`src/hw/rtl/rgef_pkg.sv`:
```
package rgef_pkg;

    localparam int unsigned AddrWidth = 5;
    localparam int unsigned DataWidth = 32;

    localparam logic [2:0] RegZoneMin  = 3'd0;
    localparam logic [2:0] RegZoneMax  = 3'd1;
    localparam logic [2:0] RegHold     = 3'd2;
    localparam logic [2:0] RegDebounce = 3'd3;
    localparam logic [2:0] RegConfMin  = 3'd4;
    localparam logic [2:0] RegFallback = 3'd5;

    localparam logic [15:0] ZoneMinReset  = 16'd5;
    localparam logic [15:0] ZoneMaxReset  = 16'd30;
    localparam logic [15:0] HoldReset     = 16'd800;
    localparam logic [15:0] DebounceReset = 16'd1000;
    localparam logic [7:0]  ConfMinReset  = 8'd179;
    localparam logic        FallbackReset = 1'b1;

    localparam logic [2:0] GestNone  = 3'd0;
    localparam logic [2:0] GestNext  = 3'd1;
    localparam logic [2:0] GestPrev  = 3'd2;
    localparam logic [2:0] GestHover = 3'd3;

    localparam logic [31:0] HoverSpacingMs = 32'd400;
    localparam logic [15:0] VolOffsetCm    = 16'd10;
    localparam logic [15:0] VolScale       = 16'd4;
    localparam logic [15:0] VolMax         = 16'd100;
    localparam logic [15:0] VolSatSteps    = 16'((100 + 4 - 1) / 4);

    typedef enum logic [1:0] {
        KIND_NEXT = 2'd0,
        KIND_PREV = 2'd1,
        KIND_VOL  = 2'd2
    } event_kind_t;

    function automatic logic [15:0] volume_of(input logic [15:0] d);
        logic [15:0] v;
        logic [15:0] scaled;
        v = d - VolOffsetCm;
        scaled = v * VolScale;
        if (d <= VolOffsetCm) begin
            volume_of = 16'd0;
        end else if (v >= VolSatSteps) begin
            volume_of = VolMax;
        end else begin
            volume_of = scaled;
        end
    endfunction

endpackage

```
`src/hw/rtl/radar_gesture_event_filter.sv`:
```
// Turns radar reports into media events, at most one per report beat. A confident
// classifier verdict gives next, prev or volume, each rate limited on the report
// timestamps; otherwise, with the fallback on, a distance held in the near zone
// for hold_ms gives one next and re-arms once the distance leaves the zone. One
// report is taken every clock cycle: the decision is a single pass of compares
// and 32-bit timestamp subtractions between the state registers and the result
// register, and a new report is taken while a result waits as long as the sink
// takes that result in the same cycle. Each result appears in the cycle after its
// report. Configuration sits on an APB port, registers at byte offset 4*index.
module radar_gesture_event_filter
    import rgef_pkg::*;
(
    input  logic                 aclk,
    input  logic                 aresetn,

    input  logic                 psel,
    input  logic                 penable,
    input  logic                 pwrite,
    input  logic [AddrWidth-1:0] paddr,
    input  logic [DataWidth-1:0] pwdata,
    output logic [DataWidth-1:0] prdata,
    output logic                 pready,

    input  logic                 s_valid,
    output logic                 s_ready,
    input  logic [31:0]          s_time_ms,
    input  logic [15:0]          s_reported_dist,
    input  logic [15:0]          s_nearest_dist,
    input  logic                 s_ai_present,
    input  logic [2:0]           s_cls_gesture,
    input  logic [7:0]           s_cls_conf,

    output logic                 m_valid,
    input  logic                 m_ready,
    output logic [1:0]           m_event_kind,
    output logic [15:0]          m_event_value
);

    logic [15:0] zone_min_reg;
    logic [15:0] zone_max_reg;
    logic [15:0] hold_reg;
    logic [15:0] debounce_reg;
    logic [7:0]  conf_min_reg;
    logic        fallback_reg;

    logic        zone_armed_reg, zone_armed_next;
    logic [31:0] zone_enter_reg, zone_enter_next;
    logic [31:0] last_next_reg, last_next_next;
    logic [31:0] last_prev_reg, last_prev_next;
    logic [31:0] last_hover_reg, last_hover_next;

    logic        out_valid_reg;
    event_kind_t out_kind_reg, kind;
    logic [15:0] out_value_reg, value;
    logic        fire;

    logic        cfg_write;
    logic [2:0]  cfg_index;
    logic        s_accept;
    logic [15:0] d;
    logic        ai_hit;
    logic        in_zone;
    logic [31:0] el_next, el_prev, el_hover, el_zone;

    assign pready    = 1'b1;
    assign cfg_write = psel && penable && pwrite;
    assign cfg_index = paddr[AddrWidth-1:2];

    always_ff @(posedge aclk) begin
        if (!aresetn) begin
            zone_min_reg <= ZoneMinReset;
            zone_max_reg <= ZoneMaxReset;
            hold_reg     <= HoldReset;
            debounce_reg <= DebounceReset;
            conf_min_reg <= ConfMinReset;
            fallback_reg <= FallbackReset;
        end else if (cfg_write) begin
            unique case (cfg_index)
                RegZoneMin:  zone_min_reg <= pwdata[15:0];
                RegZoneMax:  zone_max_reg <= pwdata[15:0];
                RegHold:     hold_reg     <= pwdata[15:0];
                RegDebounce: debounce_reg <= pwdata[15:0];
                RegConfMin:  conf_min_reg <= pwdata[7:0];
                RegFallback: fallback_reg <= pwdata[0];
                default: ;
            endcase
        end
    end

    always_comb begin
        unique case (cfg_index)
            RegZoneMin:  prdata = {16'd0, zone_min_reg};
            RegZoneMax:  prdata = {16'd0, zone_max_reg};
            RegHold:     prdata = {16'd0, hold_reg};
            RegDebounce: prdata = {16'd0, debounce_reg};
            RegConfMin:  prdata = {24'd0, conf_min_reg};
            RegFallback: prdata = {31'd0, fallback_reg};
            default:     prdata = '0;
        endcase
    end

    assign s_ready  = !out_valid_reg || m_ready;
    assign s_accept = s_valid && s_ready;

    assign d        = (s_reported_dist != 16'd0) ? s_reported_dist : s_nearest_dist;
    assign ai_hit   = s_ai_present && (s_cls_conf >= conf_min_reg)
                      && (s_cls_gesture != GestNone);
    assign in_zone  = (d != 16'd0) && (d >= zone_min_reg) && (d <= zone_max_reg);
    assign el_next  = s_time_ms - last_next_reg;
    assign el_prev  = s_time_ms - last_prev_reg;
    assign el_hover = s_time_ms - last_hover_reg;
    assign el_zone  = s_time_ms - zone_enter_reg;

    always_comb begin
        zone_armed_next = zone_armed_reg;
        zone_enter_next = zone_enter_reg;
        last_next_next  = last_next_reg;
        last_prev_next  = last_prev_reg;
        last_hover_next = last_hover_reg;
        fire  = 1'b0;
        kind  = KIND_NEXT;
        value = d;
        if (ai_hit) begin
            unique case (s_cls_gesture)
                GestNext: begin
                    if (el_next >= {16'd0, debounce_reg}) begin
                        last_next_next  = s_time_ms;
                        zone_armed_next = 1'b0;
                        zone_enter_next = '0;
                        fire = 1'b1;
                    end
                end
                GestPrev: begin
                    if (el_prev >= {16'd0, debounce_reg}) begin
                        last_prev_next = s_time_ms;
                        fire = 1'b1;
                        kind = KIND_PREV;
                    end
                end
                GestHover: begin
                    if (el_hover >= HoverSpacingMs) begin
                        last_hover_next = s_time_ms;
                        fire  = 1'b1;
                        kind  = KIND_VOL;
                        value = volume_of(d);
                    end
                end
                default: ;
            endcase
        end else if (fallback_reg) begin
            priority if (!in_zone) begin
                zone_armed_next = 1'b1;
                zone_enter_next = '0;
            end else if (!zone_armed_reg) begin
            end else if (zone_enter_reg == 32'd0) begin
                zone_enter_next = s_time_ms;
            end else if (el_zone >= {16'd0, hold_reg}) begin
                zone_armed_next = 1'b0;
                zone_enter_next = '0;
                if (el_next >= {16'd0, debounce_reg}) begin
                    last_next_next = s_time_ms;
                    fire = 1'b1;
                end
            end else begin
            end
        end
    end

    always_ff @(posedge aclk) begin
        if (!aresetn) begin
            zone_armed_reg <= 1'b1;
            zone_enter_reg <= '0;
            last_next_reg  <= '0;
            last_prev_reg  <= '0;
            last_hover_reg <= '0;
            out_valid_reg  <= 1'b0;
        end else begin
            if (s_accept) begin
                zone_armed_reg <= zone_armed_next;
                zone_enter_reg <= zone_enter_next;
                last_next_reg  <= last_next_next;
                last_prev_reg  <= last_prev_next;
                last_hover_reg <= last_hover_next;
                out_valid_reg  <= fire;
            end else if (m_ready) begin
                out_valid_reg  <= 1'b0;
            end
        end
    end

    always_ff @(posedge aclk) begin
        if (s_accept && fire) begin
            out_kind_reg  <= kind;
            out_value_reg <= value;
        end
    end

    assign m_valid       = out_valid_reg;
    assign m_event_kind  = out_kind_reg;
    assign m_event_value = out_value_reg;

endmodule

```
`config.mk`:
```
export PLATFORM = sky130hd
export DESIGN_NAME = radar_gesture_event_filter
export DESIGN_NICKNAME = d
export VERILOG_FILES = /design/src/hw/rtl/rgef_pkg.sv /design/src/hw/rtl/radar_gesture_event_filter.sv
export SDC_FILE = /design/constraint.sdc
export NUM_CORES = 1
export LEC_CHECK = 0
export ABC_AREA = 1
export BUFFER_PORTS_ARGS = -buffer_cell sky130_fd_sc_hd__buf_2
export CORE_ASPECT_RATIO = 0.6
export CORE_MARGIN = 2
export CORE_UTILIZATION = 50
export DETAILED_ROUTE_END_ITERATION = 8
export HOLD_SLACK_MARGIN = 0.06
export PLACE_DENSITY_LB_ADDON = 0.2
export SETUP_SLACK_MARGIN = 0.5
export SYNTH_ARGS = -nofsm -noshare
export SYNTH_HDL_FRONTEND = slang
export SYNTH_SLANG_ARGS = --single-unit
```
`constraint.sdc`:
```
create_clock -name aclk -period 4.6 [get_ports aclk]
set_input_delay 0.69 -clock aclk [delete_from_list [all_inputs] [get_ports aclk]]
set_output_delay 0.69 -clock aclk [all_outputs]
set_load 0.1 [all_outputs]
```
==> flow_results.xml, run 1 <==
<?xml version="1.0" encoding="UTF-8"?>
<metrics>
  <group name="power_and_ir_drop">
    <metric name="leakagePower" unit="nW">13.0</metric>
    <metric name="power.sequential.fraction" unit="">0.295</metric>
    <metric name="netSwitchingFraction" unit="">0.398</metric>
    <metric name="power_per_cell_area" unit="nW/um2">286</metric>
    <metric name="vdd_ir_drop_max" unit="uV">351</metric>
    <metric name="share_comb_of_total_power" unit="">0.382</metric>
    <metric name="p_switching" unit="mW">2.76</metric>
    <metric name="clock_power_share" unit="">0.322</metric>
    <metric name="power_report.internal_total" unit="mW">4.18</metric>
  </group>
  <group name="critical_path">
    <metric name="crit_path_end_kind" unit="">flip-flop</metric>
    <metric name="startpoint_type" unit="">input pin</metric>
    <metric name="worstReg2RegStart" unit="">last_next_reg[12]</metric>
    <metric name="timing.rr.end" unit="">last_next_reg[8]</metric>
    <metric name="critical_path_maximum_fanout" unit="">6</metric>
    <metric name="ff2ff_setup_slack" unit="ns">0.63</metric>
    <metric name="worst-endpoint-arrival" unit="ns">4.45</metric>
    <metric name="timing.critical_path.required" unit="ns">5.06</metric>
    <metric name="path_class" unit="">input pin to flip-flop</metric>
    <metric name="ff2ff_path_depth" unit="">21</metric>
  </group>
  <group name="clock_network">
    <metric name="clock_sink_count" unit="">221</metric>
    <metric name="postCtsHoldBufs" unit="">0</metric>
    <metric name="cts.path.max_buffers" unit="">3</metric>
    <metric name="cts_inserted_buffers" unit="">26</metric>
    <metric name="cts_max_level" unit="">1</metric>
    <metric name="clock-root-buffer" unit="">clkbuf_16</metric>
    <metric name="clock_network_latency_to_the_later_pin_of_the_worst_skew_pair" unit="ns">0.58</metric>
    <metric name="clk_pin_slew_worst_paths" unit="ns">0.07</metric>
    <metric name="clock_tree_from_tritoncts" unit="">yes</metric>
  </group>
  <group name="grt">
    <metric name="grt_pass1_vias" unit="">19775</metric>
    <metric name="wire_length_of_the_first_global_routing_pass" unit="um">111000</metric>
    <metric name="antenna_found_initial" unit="">3</metric>
    <metric name="globalRoute.totalOverflow" unit="">0</metric>
    <metric name="grt_max_degree" unit="">193</metric>
    <metric name="grtUsageTotal" unit="">0.313</metric>
  </group>
  <group name="timing">
    <metric name="timing.slew.headroom" unit="">0.368</metric>
    <metric name="timing.final.crit_share" unit="">0.868</metric>
    <metric name="final_period_minus_worst_setup_slack" unit="ns">3.99</metric>
    <metric name="rsz0062_at_grt" unit="">false</metric>
    <metric name="maxClockFrequency" unit="MHz">251</metric>
    <metric name="worstMarginPinSlew" unit="ns">0.948</metric>
    <metric name="setup_violations" unit="">0</metric>
    <metric name="worst_clock_skew" unit="ns">0.0260</metric>
    <metric name="setup_tns" unit="ns">0</metric>
    <metric name="slew_viol_final" unit="">0</metric>
    <metric name="timing_hold_violations_final" unit="">0</metric>
  </group>
  <group name="placed_design">
    <metric name="dp_hpwl" unit="um">58700</metric>
    <metric name="place.port_buffers" unit="">137</metric>
    <metric name="post_dp_area" unit="um2">23100</metric>
    <metric name="place_congestion" unit="">1.00</metric>
  </group>
  <group name="layout">
    <metric name="design_area" unit="um2">24300</metric>
    <metric name="final_layout_size_suffix_gt1_frac" unit="">0.0757</metric>
    <metric name="finalNetCount" unit="">4227</metric>
    <metric name="fill_cells" unit="">4371</metric>
    <metric name="number_of_diodes" unit="">0</metric>
    <metric name="flow.area_growth_from_synthesis" unit="%">12.8</metric>
  </group>
  <group name="floorplan">
    <metric name="ios" unit="">173</metric>
    <metric name="chipWidth" unit="um">272</metric>
    <metric name="core_region_area" unit="um2">42200</metric>
    <metric name="fp.dieArea" unit="um2">44800</metric>
    <metric name="start_util" unit="">0.510</metric>
    <metric name="row_count" unit="">58</metric>
    <metric name="vert_die_dim" unit="um">165</metric>
  </group>
  <group name="yosys">
    <metric name="synth_seq_area_share" unit="">0.214</metric>
    <metric name="synth_enable_flop_cells" unit="">18</metric>
    <metric name="post_synth.cell_area_avg" unit="um2">5.78</metric>
    <metric name="number_of_instances_in_the_synthesized_netlist" unit="">3728</metric>
    <metric name="cell_type_with_the_highest_aggregate_area_in_the_netlist" unit="">nand2_1</metric>
    <metric name="total_of_flip_flops_plus_latches_after_synthesis" unit="">221</metric>
    <metric name="ys_async_sr_fraction" unit="">0</metric>
    <metric name="ys_top_cells_by_count" unit="">1169 x nand2_1, 697 x inv_1, 397 x nor2_1</metric>
    <metric name="post_synth_instance_area" unit="um2">21600</metric>
    <metric name="synthesis.yosys.warnings" unit="">0</metric>
    <metric name="yosys.area.top_type_share" unit="">0.204</metric>
    <metric name="synth_area_leaders" unit="">nand2_1 20%, dfxtp_1 19%, ha_1 12%, inv_1 12%, nor2_1 6.9%</metric>
    <metric name="most_frequently_used_cell_type_in_the_post_synthesis_netlist" unit="">nand2_1</metric>
    <metric name="ys_dominant_reg_cell" unit="">dfxtp_1</metric>
    <metric name="netlist-cell-type-count" unit="">50</metric>
  </group>
  <group name="route">
    <metric name="detail_route.iter0.violations" unit="">2633</metric>
    <metric name="wire_per_inst" unit="um">16.4</metric>
    <metric name="final_antenna_net_count" unit="">0</metric>
    <metric name="vias" unit="">23590</metric>
    <metric name="count_of_unresolved_drc_violations_after_routing" unit="">0</metric>
    <metric name="finalWirelength" unit="um">73400</metric>
    <metric name="firstDrtPassIters" unit="">6</metric>
    <metric name="drt-vias-per-instance" unit="">5.27</metric>
  </group>
  <group name="min_path">
    <metric name="min_path_cells" unit="">3</metric>
    <metric name="hold_path_end" unit="">debounce_reg[8]</metric>
    <metric name="worstHoldStart" unit="">pwdata[8]</metric>
    <metric name="hold_path_class" unit="">input pin to flip-flop</metric>
  </group>
  <group name="job">
    <metric name="cap_violations" unit="">0</metric>
  </group>
  <group name="outcome">
    <metric name="status" unit="">finished, final reports clean</metric>
  </group>
</metrics>
final cells by class:
cell class                 instances  area, um2  share of cell area
multi-input combinational       2732      14100               0.578
sequential                       221       4600               0.189
inverter                         703       2640               0.109
timing repair buffer             206       1400              0.0576
clock buffer                      35        744              0.0306
tap                              570        713              0.0293
clock inverter                    13        166             0.00684
worst max path at each step:
stage,cells past startpoint,end,slack [ns],from
floorplan,25,m_event_kind[0],0.75,s_time_ms[0]
global placement,28,m_event_value[4],0.13,s_time_ms[0]
detailed placement,27,last_prev_reg[26],0.08,s_time_ms[0]
CTS,25,last_next_reg[31],0.64,s_time_ms[0]
global route,25,last_next_reg[3],0.48,s_time_ms[0]
finish,24,last_next_reg[8],0.61,s_time_ms[0]
per-stage QoR:
stage / std cells / utilization / setup slack (ns) / total power [mW] / hold WS, ns
floorplan: 3743 / - / 0.748 / 3.91 / 0.433
global placement: 4422 / 0.547 / 0.126 / 4.57 / 0.446
detailed placement: 4422 / 0.547 / 0.0773 / 4.59 / 0.451
CTS: 4470 / 0.568 / 0.642 / 6.83 / 0.399
global route: 4480 / 0.576 / 0.481 / 7.37 / 0.432
finish: 4480 / 0.576 / 0.609 / 6.95 / 0.420
cells by family (layout without fill, tap and decap cells):
group                      Yosys count  count (layout)  synth area share
AOI/OAI and AO/OA                  542             542             0.135
other                                2              17          0.000348
and+or+nand+nor                   1897            1898             0.356
DFF                                221             221             0.214
adders and majority gates          217             217             0.127
buffers and inverters              791             957             0.144
xor gates and xnor gates            58              58            0.0236
worst max-delay path, cell delays in order:
cell       delay, ns
buf_2           0.14
inv_2           0.07
ha_1            0.23
fa_1            0.40
inv_1           0.11
nand2_1         0.06
nand3_1         0.15
nand3_1         0.09
nand2_1         0.13
xor2_1          0.17
ha_1            0.25
nand2_1         0.09
nor2_1          0.06
a211oi_2        0.23
nand3_1         0.15
nor2_1          0.13
nand3_1         0.09
nor2_1          0.20
nand3_1         0.26
nand4_4         0.36
clkbuf_16       0.23
nand2_1         0.05
nand2_1         0.05
nor2_1          0.05
repair_timing:
action | 4_1_cts | 5_1_grt
endpoints found under the setup margin | 0 | 114
setup buffers | 0 | 2
endpoints found under the hold margin | 0 | 0
gates resized for setup | 0 | 33
cells in the final DEF, fill, tap and decap left out, drive strengths merged, types with 4 or more instances in the layout:
master | netlist | layout
nand2 | 1171 | 1171
inv | 702 | 704
nor2 | 399 | 399
a21oi | 289 | 289
nand3 | 223 | 223
ha | 213 | 213
dfxtp | 203 | 203
buf | 51 | 201
o21ai | 180 | 180
xor2 | 48 | 48
clkbuf | 37 | 40
nand4 | 37 | 38
nor3 | 36 | 36
edfxtp | 18 | 18
conb | 2 | 17
o211ai | 16 | 16
o221ai | 15 | 15
nand3b | 11 | 11
xnor2 | 10 | 10
o21bai | 9 | 9
a22oi | 9 | 9
and2 | 8 | 8
nor4 | 8 | 8
clkinv | 1 | 8
o22ai | 7 | 7
a211oi | 7 | 7
fa | 4 | 4
power groups by stage:
stage	Combinational, mW	Sequential [mW]	Clock, mW
2_1_floorplan	1.76	2.15	0
4_1_cts	2.51	2.05	2.27
3_3_place_gp	2.48	2.09	0
6_report	2.66	2.05	2.24
3_5_place_dp	2.50	2.09	0
5_1_grt	2.97	2.06	2.35
layer usage:
layer,vias up,wire length (um),GRT usage
met5,-,33,0
met4,6,1320,0.0564
met3,77,10300,0.109
met2,1135,25200,0.391
met1,10325,36400,0.496
li1,12047,-,-
(Power assumes the default switching activity.)
==> run 2, diff against run 1 <==
- clock period: 4.6 -> 4.01 ns (I/O delays scaled with it)
==> run 2 against run 1 <==
Combinational power increased by 42%. Highest routed layer unchanged. Clock skew is 0.010 ns lower. Total power up 24%. Flip-flop and latch count unchanged. Sequential share of layout area is 1.9 points lower.
==> flow_results.xml, run 2 (synthesis gave the netlist of run 1 again) <==
<?xml version="1.0" encoding="UTF-8"?>
<metrics>
  <group name="timing">
    <metric name="timing_hold_violations_final" unit="">0</metric>
    <metric name="worstMarginPinSlew" unit="ns">1.01</metric>
    <metric name="timing.final.crit_share" unit="">0.912</metric>
    <metric name="postLayoutSetupSlackWorst" unit="ns">0.354</metric>
    <metric name="timing.slew.headroom" unit="">0.323</metric>
    <metric name="final_period_minus_worst_setup_slack" unit="ns">3.66</metric>
    <metric name="setup_tns" unit="ns">0</metric>
    <metric name="slew_viol_final" unit="">0</metric>
    <metric name="worst_clock_skew" unit="ns">0.0160</metric>
    <metric name="rsz0062_at_grt" unit="">true</metric>
    <metric name="setup_violations" unit="">0</metric>
    <metric name="maxClockFrequency" unit="MHz">274</metric>
  </group>
  <group name="clock_network">
    <metric name="clock_network_latency_to_the_later_pin_of_the_worst_skew_pair" unit="ns">0.57</metric>
    <metric name="clock_tree_from_tritoncts" unit="">yes</metric>
    <metric name="cts_max_level" unit="">1</metric>
    <metric name="clk_pin_slew_worst_paths" unit="ns">0.07</metric>
    <metric name="clock_sink_count" unit="">221</metric>
    <metric name="cts_inserted_buffers" unit="">25</metric>
    <metric name="cts.path.max_buffers" unit="">3</metric>
    <metric name="clock-root-buffer" unit="">clkbuf_16</metric>
  </group>
  <group name="critical_path">
    <metric name="crit_path_end_kind" unit="">flip-flop</metric>
    <metric name="timing.critical_path.required" unit="ns">4.33</metric>
    <metric name="timing.rr.end" unit="">last_next_reg[31]</metric>
    <metric name="cp.buffers_inverters" unit="">5</metric>
    <metric name="path_delay_family" unit="">simple AND/OR/NAND/NOR gates</metric>
    <metric name="crit_path_cell_trace" unit="">buf_2, ha_1, buf_4, a21oi_1, o21ai_0, nand3b_1, xor2_1, ha_1, inv_1, nor3_1, a211oi_1, nand3_1, nor2_1, nand2_1, nor2_2, nand3_4, nand2_2, nand3_2, nand2_2, clkinvlp_4, buf_12</metric>
    <metric name="startpoint_type" unit="">input pin</metric>
    <metric name="critical_path_maximum_fanout" unit="">12</metric>
    <metric name="worstReg2RegStart" unit="">last_next_reg[0]</metric>
    <metric name="path_class" unit="">input pin to flip-flop</metric>
    <metric name="worst-endpoint-arrival" unit="ns">3.97</metric>
    <metric name="ff2ff_path_depth" unit="">26</metric>
    <metric name="critical-path-slowest-cell" unit="">ha_1</metric>
    <metric name="ff2ff_setup_slack" unit="ns">0.36</metric>
    <metric name="critical_path_max_stage_delay" unit="ns">0.34</metric>
  </group>
  <group name="layout">
    <metric name="final_layout_size_suffix_gt1_frac" unit="">0.182</metric>
    <metric name="leading_cell_types_in_the_layout_fill_and_taps_excluded" unit="">1077 x nand2_1, 674 x inv_1, 365 x nor2_1</metric>
    <metric name="flow.area_growth_from_synthesis" unit="%">26.3</metric>
    <metric name="finalNetCount" unit="">4460</metric>
    <metric name="layout.core_utilization" unit="">0.645</metric>
    <metric name="layout.cells.most_common" unit="">nand2_1</metric>
    <metric name="design_area" unit="um2">27200</metric>
  </group>
  <group name="route">
    <metric name="vias" unit="">25273</metric>
    <metric name="wire_per_inst" unit="um">18.3</metric>
    <metric name="count_of_unresolved_drc_violations_after_routing" unit="">0</metric>
    <metric name="met3_length" unit="um">14500</metric>
    <metric name="firstDrtPassIters" unit="">6</metric>
    <metric name="detail_route.iter0.violations" unit="">3216</metric>
    <metric name="route.met2.wl" unit="um">28500</metric>
    <metric name="drt-vias-per-instance" unit="">5.36</metric>
    <metric name="finalWirelength" unit="um">86200</metric>
    <metric name="wl_met1" unit="um">41900</metric>
    <metric name="top_signal_layer_used" unit="">met5</metric>
    <metric name="final_antenna_net_count" unit="">0</metric>
  </group>
  <group name="grt">
    <metric name="grt_pass1_vias" unit="">20517</metric>
    <metric name="grtUsageTotal" unit="">0.359</metric>
    <metric name="globalRoute.totalOverflow" unit="">0</metric>
    <metric name="grt_max_degree" unit="">74</metric>
    <metric name="wire_length_of_the_first_global_routing_pass" unit="um">123000</metric>
    <metric name="antenna_found_initial" unit="">5</metric>
  </group>
  <group name="job">
    <metric name="cap_violations" unit="">0</metric>
  </group>
  <group name="power_and_ir_drop">
    <metric name="power_report.internal_total" unit="mW">5.05</metric>
    <metric name="power_per_cell_area" unit="nW/um2">315</metric>
    <metric name="vdd_ir_drop_max" unit="uV">336</metric>
    <metric name="clock_power_share" unit="">0.284</metric>
    <metric name="leakagePower" unit="nW">14.2</metric>
    <metric name="netSwitchingFraction" unit="">0.412</metric>
    <metric name="share_comb_of_total_power" unit="">0.441</metric>
    <metric name="power.sequential.fraction" unit="">0.275</metric>
    <metric name="p_switching" unit="mW">3.53</metric>
    <metric name="total_power" unit="mW">8.58</metric>
  </group>
  <group name="placed_design">
    <metric name="place.port_buffers" unit="">137</metric>
    <metric name="post_dp_area" unit="um2">24700</metric>
    <metric name="dp_hpwl" unit="um">66500</metric>
    <metric name="dpl_worst_slack" unit="ns">-0.187</metric>
    <metric name="place_congestion" unit="">1.06</metric>
  </group>
  <group name="floorplan">
    <metric name="start_util" unit="">0.510</metric>
    <metric name="chipWidth" unit="um">272</metric>
    <metric name="fp.dieArea" unit="um2">44800</metric>
    <metric name="ios" unit="">173</metric>
    <metric name="vert_die_dim" unit="um">165</metric>
    <metric name="core_region_area" unit="um2">42200</metric>
    <metric name="row_count" unit="">58</metric>
  </group>
  <group name="min_path">
    <metric name="hold_path_class" unit="">input pin to flip-flop</metric>
    <metric name="min_path_cells" unit="">3</metric>
    <metric name="hold_path_end" unit="">hold_reg[8]</metric>
    <metric name="worstHoldStart" unit="">pwdata[8]</metric>
  </group>
  <group name="outcome">
    <metric name="status" unit="">finished, final reports clean</metric>
  </group>
</metrics>
[run 2: repair_timing]
action / in CTS / in global routing
setup endpoints to repair: 114 / 161
gates cloned: 1 / 12
endpoints found under the hold margin: 0 / 0
hold buffers: 0 / 0
buffers inserted: 10 / 30
pin swaps: 9 / 72
resized for setup: 67 / 215
[run 2: how the worst max path moves through the flow]
stage | startpoint | to | slack, ns | depth (start not counted)
CTS | last_prev_reg[0] | m_event_kind[1] | 0.47 | 26
floorplan | s_time_ms[0] | m_event_kind[0] | 0.51 | 24
global route | zone_enter_reg[7] | m_event_value[1] | 0.16 | 26
detailed placement | s_time_ms[6] | m_event_value[13] | -0.19 | 24
global placement | s_time_ms[1] | m_event_value[13] | -0.13 | 27
finish | s_time_ms[11] | m_event_value[3] | 0.35 | 21
[run 2: per-stage QoR]
step	hold WS [ns]	instances
after floorplan	0.433	3743
after global placement	0.446	4613
after detailed placement	0.452	4613
after CTS	0.292	4669
after global routing	0.316	4711
final	0.300	4715
[run 2: per-layer routing]
metal  global-route usage  vias to the layer above
li1                     -                    12507
met1                0.581                    11247
met2                0.420                     1419
met3                0.150                       94
met4               0.0457                        6
met5                    0                        -
[run 2: worst reg2reg max path, stage by stage, from the launching register on]
cell and delay, ns:
dfxtp_2 0.33, ha_4 0.16, fa_2 0.37, inv_2 0.07, nand2_1 0.04, nand2_1 0.10
nand3_2 0.08, nand2_2 0.10, nand2_1 0.09, nand2_2 0.10, xor2_1 0.07, ha_1 0.19
a21oi_2 0.14, nor2_1 0.06, a211oi_2 0.22, buf_4 0.15, nand3_2 0.08, nor2_2 0.13
nand3_1 0.10, nor2_1 0.14, nand3_2 0.13, nand4_4 0.12, buf_12 0.17, clkbuf_16 0.23
nand2_1 0.08, nand2_1 0.06, nor2_1 0.05
[run 2: layout make-up]
class | instances | area [um2]
inverter | 703 | 2650
tap | 570 | 713
clock buffer | 31 | 688
sequential | 221 | 4630
timing repair buffer | 441 | 3340
fill | 4098 | 15000
clock inverter | 14 | 146
antenna | 4 | 10.0
multi-input combinational | 2731 | 15000
[run 2: power groups by stage]
stage	clock [mW]	sequential [mW]	combinational [mW]
after floorplan	0	2.47	2.05
after global placement	0	2.40	3.20
after detailed placement	0	2.40	3.23
after CTS	2.45	2.36	3.33
after global routing	2.53	2.37	4.12
final	2.44	2.36	3.78
